**config.mk**
```make
export PLATFORM = sky130hd
export DESIGN_NAME = audio_format_rate_list_parser
export DESIGN_NICKNAME = d
export VERILOG_FILES = /design/src/hw/rtl/afrlp_pkg.sv /design/src/hw/rtl/audio_format_rate_list_parser.sv /design/src/hw/rtl/afrlp_core.sv /design/src/hw/rtl/afrlp_outq.sv
export SDC_FILE = /design/constraint.sdc
export NUM_CORES = 1
export LEC_CHECK = 0
export BUFFER_PORTS_ARGS = -buffer_cell sky130_fd_sc_hd__buf_2
export CAP_MARGIN = 20
export CORE_MARGIN = 2
export CORE_UTILIZATION = 46
export CTS_CLUSTER_DIAMETER = 80
export CTS_CLUSTER_SIZE = 20
export DETAILED_ROUTE_END_ITERATION = 10
export PLACE_DENSITY = 0.67
export SLEW_MARGIN = 15
export SYNTH_ARGS = -nofsm -noshare
export SYNTH_HDL_FRONTEND = slang
export SYNTH_HIERARCHICAL = 1
export SYNTH_SLANG_ARGS = --single-unit
```
**constraint.sdc**
```tcl
create_clock -name clk -period 12.8 [get_ports clk]
set_input_delay 0.64 -clock clk [delete_from_list [all_inputs] [get_ports clk]]
set_output_delay 0.64 -clock clk [all_outputs]
set_load 0.01 [all_outputs]
```
**src/hw/rtl/afrlp_pkg.sv**
```systemverilog
// ----------------------------------------------------------------------------
// afrlp_pkg
// Shared types and constants for the audio format rate list parser.
// ----------------------------------------------------------------------------
package afrlp_pkg;

  // Default for the largest rate count the block handles.
  localparam int MaxRatesDefault = 16;

  // Descriptor layout.
  localparam logic [7:0] DescType    = 8'h24;
  localparam logic [7:0] DescSubtype = 8'h02;
  localparam logic [5:0] MinLen      = 6'd11;
  localparam logic [5:0] ListStart   = 6'd8;
  localparam logic [5:0] PosCountB   = 6'd7;
  localparam logic [5:0] PosTypeB    = 6'd1;
  localparam logic [5:0] PosSubtypeB = 6'd2;
  localparam logic [5:0] PosMax      = 6'd63;

  // Status codes.
  localparam logic [2:0] StOk        = 3'd0;
  localparam logic [2:0] StShort     = 3'd1;
  localparam logic [2:0] StBadType   = 3'd2;
  localparam logic [2:0] StBadCount  = 3'd3;
  localparam logic [2:0] StTruncated = 3'd4;

  // Byte phase within one three-byte rate.
  localparam logic [1:0] PhLow = 2'd0;
  localparam logic [1:0] PhMid = 2'd1;
  localparam logic [1:0] PhHigh = 2'd2;

  // Result queue depth.
  localparam int QueueDepth = 4;

  // One result item.
  typedef struct packed {
    logic        is_status;
    logic [23:0] rate_value;
    logic [3:0]  rate_index;
    logic [2:0]  status_code;
    logic [4:0]  rate_count;
    logic        last_result;
  } afrlp_item_t;

  // Results produced by one accepted byte: up to two, in order.
  typedef struct packed {
    logic [1:0]  num;
    afrlp_item_t item0;
    afrlp_item_t item1;
  } afrlp_push_t;

endpackage

```
**src/hw/rtl/audio_format_rate_list_parser.sv**
```systemverilog
// ----------------------------------------------------------------------------
// audio_format_rate_list_parser
// Streaming parser for a Type-I audio format descriptor rate list.
// ----------------------------------------------------------------------------
// The block takes one descriptor byte per cycle and reports each sample rate
// as its third byte arrives, then one status item on the marked last byte.
// A byte is parsed in the cycle it is accepted and its results are written
// into a four-entry result queue that drives the output. A byte that finishes
// a rate and also ends the descriptor yields two results, so input is stalled
// whenever fewer than two queue entries are free; with the output draining,
// the sustained rate is one byte per cycle.
module audio_format_rate_list_parser #(
  parameter int MAX_RATES = afrlp_pkg::MaxRatesDefault
) (
  input  logic        clk,
  input  logic        rst_n,
  input  logic        in_valid,
  output logic        in_stall,
  input  logic [7:0]  in_data_byte,
  input  logic        in_last_byte,
  output logic        out_valid,
  input  logic        out_stall,
  output logic        out_is_status,
  output logic [23:0] out_rate_value,
  output logic [3:0]  out_rate_index,
  output logic [2:0]  out_status_code,
  output logic [4:0]  out_rate_count,
  output logic        out_last_result,
  input  logic        cfg_we,
  input  logic [4:0]  cfg_wdata
);
  import afrlp_pkg::*;

  afrlp_push_t push;
  afrlp_item_t item;
  logic        full2;
  logic        take;

  // Input acceptance.
  assign in_stall = full2;
  assign take     = in_valid && !full2;

  afrlp_core #(
    .MAX_RATES (MAX_RATES)
  ) u_core (
    .clk       (clk),
    .rst_n     (rst_n),
    .take      (take),
    .data_byte (in_data_byte),
    .last_byte (in_last_byte),
    .cfg_we    (cfg_we),
    .cfg_wdata (cfg_wdata),
    .push      (push)
  );

  afrlp_outq u_outq (
    .clk       (clk),
    .rst_n     (rst_n),
    .push      (push),
    .full2     (full2),
    .out_valid (out_valid),
    .out_stall (out_stall),
    .out_item  (item)
  );

  // Result fields.
  assign out_is_status   = item.is_status;
  assign out_rate_value  = item.rate_value;
  assign out_rate_index  = item.rate_index;
  assign out_status_code = item.status_code;
  assign out_rate_count  = item.rate_count;
  assign out_last_result = item.last_result;

endmodule

```
**src/hw/rtl/afrlp_core.sv**
```systemverilog
// ----------------------------------------------------------------------------
// afrlp_core
// Descriptor state and per-byte parsing; produces up to two results per byte.
// ----------------------------------------------------------------------------
module afrlp_core #(
  parameter int MAX_RATES = afrlp_pkg::MaxRatesDefault
) (
  input  logic                  clk,
  input  logic                  rst_n,
  input  logic                  take,
  input  logic [7:0]            data_byte,
  input  logic                  last_byte,
  input  logic                  cfg_we,
  input  logic [4:0]            cfg_wdata,
  output afrlp_pkg::afrlp_push_t push
);
  import afrlp_pkg::*;

  localparam logic [7:0] MaxCnt8 = 8'(MAX_RATES);
  localparam logic [4:0] MaxCnt5 = 5'(MAX_RATES);

  logic [4:0] max_r;
  logic [5:0] pos_r, pos_nxt;
  logic       tb_r, tb_nxt;
  logic [7:0] decl_r, decl_nxt;
  logic [15:0] part_r, part_nxt;
  logic [4:0] done_r, done_nxt;
  logic [1:0] ph_r, ph_nxt;
  logic [4:0] k_r, k_nxt;

  logic       cnt_ok;
  logic [4:0] clip;
  logic       in_list;
  logic       list_ok;
  logic       emit;
  logic [2:0] code;
  afrlp_item_t rate_item, stat_item;

  // Configuration register; writes outside the legal range are dropped.
  always_ff @(posedge clk) begin
    if (!rst_n) begin
      max_r <= MaxCnt5;
    end else if (cfg_we && cfg_wdata != 5'd0 && cfg_wdata <= MaxCnt5) begin
      max_r <= cfg_wdata;
    end
  end

  // Parse one byte against the current descriptor state.
  always_comb begin
    tb_nxt = tb_r
           | ((pos_r == PosTypeB) && (data_byte != DescType))
           | ((pos_r == PosSubtypeB) && (data_byte != DescSubtype));
    decl_nxt = (pos_r == PosCountB) ? data_byte : decl_r;
    cnt_ok   = (decl_nxt != 8'd0) && (decl_nxt <= MaxCnt8);
    clip     = (decl_nxt > {3'b000, max_r}) ? max_r : decl_nxt[4:0];
    in_list  = (pos_r >= ListStart);
    list_ok  = in_list && !tb_nxt && cnt_ok && (k_r < clip);
    emit     = list_ok && (ph_r == PhHigh);

    // Rate assembly, little-endian.
    part_nxt = part_r;
    if (list_ok) begin
      unique case (ph_r)
        PhLow:   part_nxt = {8'h00, data_byte};
        PhMid:   part_nxt = {data_byte, part_r[7:0]};
        default: part_nxt = 16'h0000;
      endcase
    end
    done_nxt = done_r + {4'b0000, emit};

    // Phase and list slot advance with the byte position.
    ph_nxt = ph_r;
    k_nxt  = k_r;
    if (in_list && pos_r != PosMax) begin
      if (ph_r == PhHigh) begin
        ph_nxt = PhLow;
        k_nxt  = k_r + 5'd1;
      end else begin
        ph_nxt = ph_r + 2'd1;
      end
    end
    pos_nxt = (pos_r == PosMax) ? pos_r : pos_r + 6'd1;

    // Status by priority.
    priority if (pos_nxt < MinLen) begin
      code = StShort;
    end else if (tb_nxt) begin
      code = StBadType;
    end else if (!cnt_ok) begin
      code = StBadCount;
    end else if (done_nxt < clip) begin
      code = StTruncated;
    end else begin
      code = StOk;
    end

    rate_item             = '0;
    rate_item.rate_value  = {data_byte, part_r};
    rate_item.rate_index  = k_r[3:0];

    stat_item             = '0;
    stat_item.is_status   = 1'b1;
    stat_item.status_code = code;
    stat_item.rate_count  = (code == StOk) ? clip : 5'd0;
    stat_item.last_result = 1'b1;

    // Order the results: a completed rate comes before the status.
    push.num   = {1'b0, emit} + {1'b0, last_byte};
    push.item0 = emit ? rate_item : stat_item;
    push.item1 = stat_item;
    if (!take) begin
      push.num = 2'd0;
    end
  end

  // Descriptor state; the last byte clears it for the next descriptor.
  always_ff @(posedge clk) begin
    if (!rst_n) begin
      pos_r  <= '0;
      tb_r   <= 1'b0;
      decl_r <= '0;
      part_r <= '0;
      done_r <= '0;
      ph_r   <= PhLow;
      k_r    <= '0;
    end else if (take) begin
      if (last_byte) begin
        pos_r  <= '0;
        tb_r   <= 1'b0;
        decl_r <= '0;
        part_r <= '0;
        done_r <= '0;
        ph_r   <= PhLow;
        k_r    <= '0;
      end else begin
        pos_r  <= pos_nxt;
        tb_r   <= tb_nxt;
        decl_r <= decl_nxt;
        part_r <= part_nxt;
        done_r <= done_nxt;
        ph_r   <= ph_nxt;
        k_r    <= k_nxt;
      end
    end
  end

endmodule

```
**src/hw/rtl/afrlp_outq.sv**
```systemverilog
// ----------------------------------------------------------------------------
// afrlp_outq
// Small result queue: takes up to two items per cycle, delivers one unless stalled.
// ----------------------------------------------------------------------------
module afrlp_outq (
  input  logic                   clk,
  input  logic                   rst_n,
  input  afrlp_pkg::afrlp_push_t push,
  output logic                   full2,
  output logic                   out_valid,
  input  logic                   out_stall,
  output afrlp_pkg::afrlp_item_t out_item
);
  import afrlp_pkg::*;

  localparam int PtrW = $clog2(QueueDepth);
  localparam int CntW = $clog2(QueueDepth + 1);

  afrlp_item_t mem_r [QueueDepth];
  logic [PtrW-1:0] wr_r, wr_nxt, rd_r, rd_nxt;
  logic [CntW-1:0] cnt_r, cnt_nxt;
  logic [PtrW-1:0] wr_p1;
  logic            pop;

  // Room for two pushes is required before a new byte is taken.
  assign full2     = (cnt_r > CntW'(QueueDepth - 2));
  assign out_valid = (cnt_r != '0);
  assign out_item  = mem_r[rd_r];
  assign pop       = out_valid && !out_stall;
  assign wr_p1     = wr_r + PtrW'(1);

  // Pointer and count update.
  always_comb begin
    wr_nxt  = wr_r + PtrW'(push.num);
    rd_nxt  = rd_r + PtrW'(pop);
    cnt_nxt = cnt_r + CntW'(push.num) - CntW'(pop);
  end

  always_ff @(posedge clk) begin
    if (!rst_n) begin
      wr_r  <= '0;
      rd_r  <= '0;
      cnt_r <= '0;
    end else begin
      wr_r  <= wr_nxt;
      rd_r  <= rd_nxt;
      cnt_r <= cnt_nxt;
    end
  end

  // Entry storage.
  always_ff @(posedge clk) begin
    if (push.num != 2'd0) begin
      mem_r[wr_r] <= push.item0;
    end
    if (push.num == 2'd2) begin
      mem_r[wr_p1] <= push.item1;
    end
  end

endmodule
```
==> key figures <==
Logic synthesis
  • Number of synthesis warnings: 6
  • Sequential area share after synthesis: 50.6%
  • Async SR Flop Fraction: 0%
  • Avg Cell Area, Syn: 13.2 µm²
  • Share of the synthesized area in the top cell type: 40.8%
  • Main synth FF type: edfxtp_1
  • Unique masters post-synth: 69
  • Gate Count Post-Synth: 849
  • Synth area leader: edfxtp_1
  • Synthesis-stage register bit count: 207
  • Cell Area, Synth: 11,200 µm²
  • Synth area leaders: edfxtp_1 41%, dfxtp_1 9.8%, mux2_2 9.0%, mux4_2 7.6%, mux2_1 6.2%
  • Post-synth EDFFs: 152

Cells and area
  • Layout area overhead: 7.74%
  • Nets: 928
  • Layout Cells excl Fill: 1,220
  • FILL cells: 2,161
  • Utilization after layout: 50.1%
  • Diode count: 0
  • Layout cells sized above 1: 27.8%

GRT
  • Total congestion overflow: 0
  • Tot GR Track Use: 19.2%
  • Initial antenna violation count: 0
  • Global-route wire length before repair: 38,500 µm
  • Vias in the first global route: 6,812
  • Largest net degree at the start of global routing: 46

STA
  • Unrepaired setup endpoints after global routing: false
  • Hold Vio Cnt, Final: 0
  • Max Slew Vio Count: 0
  • Worst-margin pin slew: 805 ps
  • Max_slew headroom: 46.3%
  • Highest Clock Rate: 145 MHz
  • Final setup fails: 0
  • Tmin final: 6900 ps
  • Skew final: 16.1 ps
  • Tcrit/Tclk final: 53.9%
  • Sum Neg Setup Slack: 0 ps
  • Final WS setup: 5900 ps

Die
  • Die W: 160 µm
  • Core ar.: 24,100 µm²
  • IO Pins: 59
  • Initial Util: 46.5%
  • FP Rows: 57
  • Die ar.: 25,600 µm²
  • Die Y: 160 µm

Clocking
  • Worst-Skew Late Latency: 470 ps
  • H-tree Lvls: 1
  • # clock sinks: 207
  • Number of setup buffers added after CTS: 0
  • Max Root-Sink Buffers: 3
  • Clock transition at path regs: 90 ps
  • Post-CTS sizing: 0
  • TritonCTS clock tree: built
  • Hold Buf Count CTS: 0
  • TritonCTS buffer count: 14
  • Clk root buf: clkbuf_16

Min path
  • Worst hold stages: 3
  • Worst hold path class: input pin to register
  • Hold endpoint: u_core/max_r[0]$_SDFFE_PN0P_
  • Hold Path Origin: cfg_wdata[0]

Setup path
  • Critical path fanouts, max: 36
  • Crit-path cells: or3_4 > nor2_2 > nor2_1 > a21oi_1 > inv_1 > ha_1 > nand2b_1 > a21oi_1 > o31ai_1 > and2_1 > o21ai_0 > ha_1 > nor4_1 > nand2_1 > nor2_4 > buf_4 > ha_1 > ha_1 > xor2_1 > o221ai_1 > a221oi_2 > nor2_1 > and3b_1 > mux2_1
  • Most frequent CP cell: ha_1
  • WP data required: 13,020 ps
  • Worst R2R Path Depth: 24
  • Worst EP arrival: 7120 ps
  • Worst path max stage delay: 590 ps
  • Crit path launch type: register
  • Crit. End Element: register
  • Reg-to-Reg End: u_outq/mem_r[0][8]$_DFFE_PP_
  • Slowest cell on crit path: o31ai_1
  • WS Path Type: register to register
  • Start of the worst register-to-register path: u_core/pos_r[4]$_SDFFE_PN0P_
  • FF-to-FF setup slack: 5900 ps

Route
  • Final WL: 24,300 µm
  • Vias per inst: 5.46
  • DRT iter0 DRCs: 475
  • DR pass1 iterations: 5
  • DR DRC count: 0
  • DR vias: 6,666
  • ANT nets after route: 0
  • DR WL/cell: 19.9 µm

Placement
  • Inst Count DP: 1,196
  • Final GP Congestion: 0.822
  • DP HPWL: 15,600 µm
  • Pre-CTS setup slack: 5950 ps
  • Port bufs: 58

Pwr
  • Pleak: 4.48 nW
  • Worst vdd rail ir drop: 0.0000697 V
  • Pwr/cell area: 124 nW/µm²
  • Final Power: 1.49 mW

Run
  • Max Cap Viol: 0

Outcome
  • Run status: complete, no violations
kinds of logic (layout without fill, tap and decap cells):
logic type,Yosys count,in the layout,share of synthesized area [%]
adders and majority gates,21,21,2.41
DFF,207,207,50.6
AOI/OAI and AO/OA,100,100,6.20
and+or+nand+nor,199,199,10.2
muxes,204,204,24.2
other,2,30,0.0671
buffers and inverters,101,120,5.22
xor gates and xnor gates,15,15,1.17
power breakdown:
part           leakage [nW]  total, mW  switching [mW]  internal, mW
clock network         0.204      0.440           0.221         0.219
registers              1.84      0.772          0.0247         0.747
logic                  2.44      0.279           0.152         0.127
cell usage after synthesis, drive strengths merged (4+ instances only):
cell / number
nand2b: 7
o22ai: 7
nor2: 32
edfxtp: 152
nand3: 8
xnor2: 9
a32oi: 5
and2: 47
inv: 25
o21ai: 21
a31oi: 5
mux2: 152
a22o: 8
nor4: 6
nand2: 35
clkbuf: 17
a21boi: 4
mux4: 38
a21o: 7
ha: 20
xor2: 6
a21oi: 30
buf: 59
dfxtp: 55
and3: 5
nor2b: 23
nor3: 17
or3: 4
mux2i: 14
placed cells by master (no fill, tap or decap), types with 12 or more instances in the layout:
cell type,synthesis,final
edfxtp_1,152,152
mux2_2,90,90
mux2_1,62,62
buf_2,13,59
dfxtp_1,55,53
and2_1,47,47
mux4_2,38,38
nand2_1,35,35
conb_1,2,30
a21oi_1,29,29
nor2_1,29,26
inv_1,24,24
nor2b_1,22,21
ha_1,20,20
o21ai_0,18,18
clkbuf_16,0,15
mux2i_1,14,14
buf_4,42,12
area by class of cell:
| class | count | area, µm² | share of cell area [%] |
|---|---|---|---|
| multi-input cells | 569 | 5100 | 42.2 |
| repair buffers | 71 | 385 | 3.19 |
| clock inverters | 3 | 18.8 | 0.156 |
| clock buffers | 21 | 398 | 3.30 |
| flip-flops and latches | 207 | 5670 | 47.0 |
| inverters | 25 | 93.8 | 0.778 |
| well taps | 324 | 405 | 3.36 |
routing by layer:
layer  routed length (µm)  part of all wire, %  global-route usage (%)
met1                11000                   45                    25.8
met3                  886                  3.6                    2.21
met4                  293                  1.2                    3.44
met2                12100                   50                    33.9
met5                    0                    0                       0
critical path, delay by kind of cell (launching register included):
family,cells,cell delay [ps]
AO/OA/AOI/OAI,6,1790
XOR/XNOR,1,290
adder cells (fa/ha/maj),4,1040
buffers and inverters,2,440
flip-flops,1,420
multiplexers,1,310
AND/OR/NAND/NOR,10,2320
worst max-delay path by stage:
| stage | depth (start not counted) | slack (ps) | from | end |
|---|---|---|---|---|
| after global placement | 22 | 6110 | u_core/pos_r[4]$_SDFFE_PN0P_ | u_outq/mem_r[2][15]$_DFFE_PP_ |
| after detailed placement | 26 | 5950 | u_core/pos_r[4]$_SDFFE_PN0P_ | u_outq/mem_r[0][8]$_DFFE_PP_ |
| final | 24 | 5900 | u_core/pos_r[4]$_SDFFE_PN0P_ | u_outq/mem_r[0][8]$_DFFE_PP_ |
| after global routing | 27 | 5250 | u_core/pos_r[1]$_SDFFE_PN0P_ | u_outq/mem_r[0][8]$_DFFE_PP_ |
| after floorplan | 25 | 6040 | u_core/pos_r[4]$_SDFFE_PN0P_ | u_outq/mem_r[3][0]$_DFFE_PP_ |
| after CTS | 24 | 5910 | u_core/pos_r[4]$_SDFFE_PN0P_ | u_outq/mem_r[0][8]$_DFFE_PP_ |
per-stage QoR:
| stage | hold slack (ps) | instance area (µm²) |
|---|---|---|
| after floorplan | 430 | 11300 |
| final | 442 | 12100 |
| after detailed placement | 446 | 11600 |
| after CTS | 442 | 12100 |
| after global placement | 441 | 11600 |
| after global routing | 450 | 12100 |
state kept, by name, summed over array words and instances, names as in the netlist:
signal         flops
u_core/done_r      5
u_core/tb_r        1
u_core/ph_r        2
u_core/max_r       5
u_outq/rd_r        2
u_core/part_r     16
u_outq/cnt_r       3
u_core/decl_r      8
u_core/k_r         5
u_core/pos_r       6
u_outq/mem_r     152
u_outq/wr_r        2
Note: power is estimated with default switching activity, not from simulation.
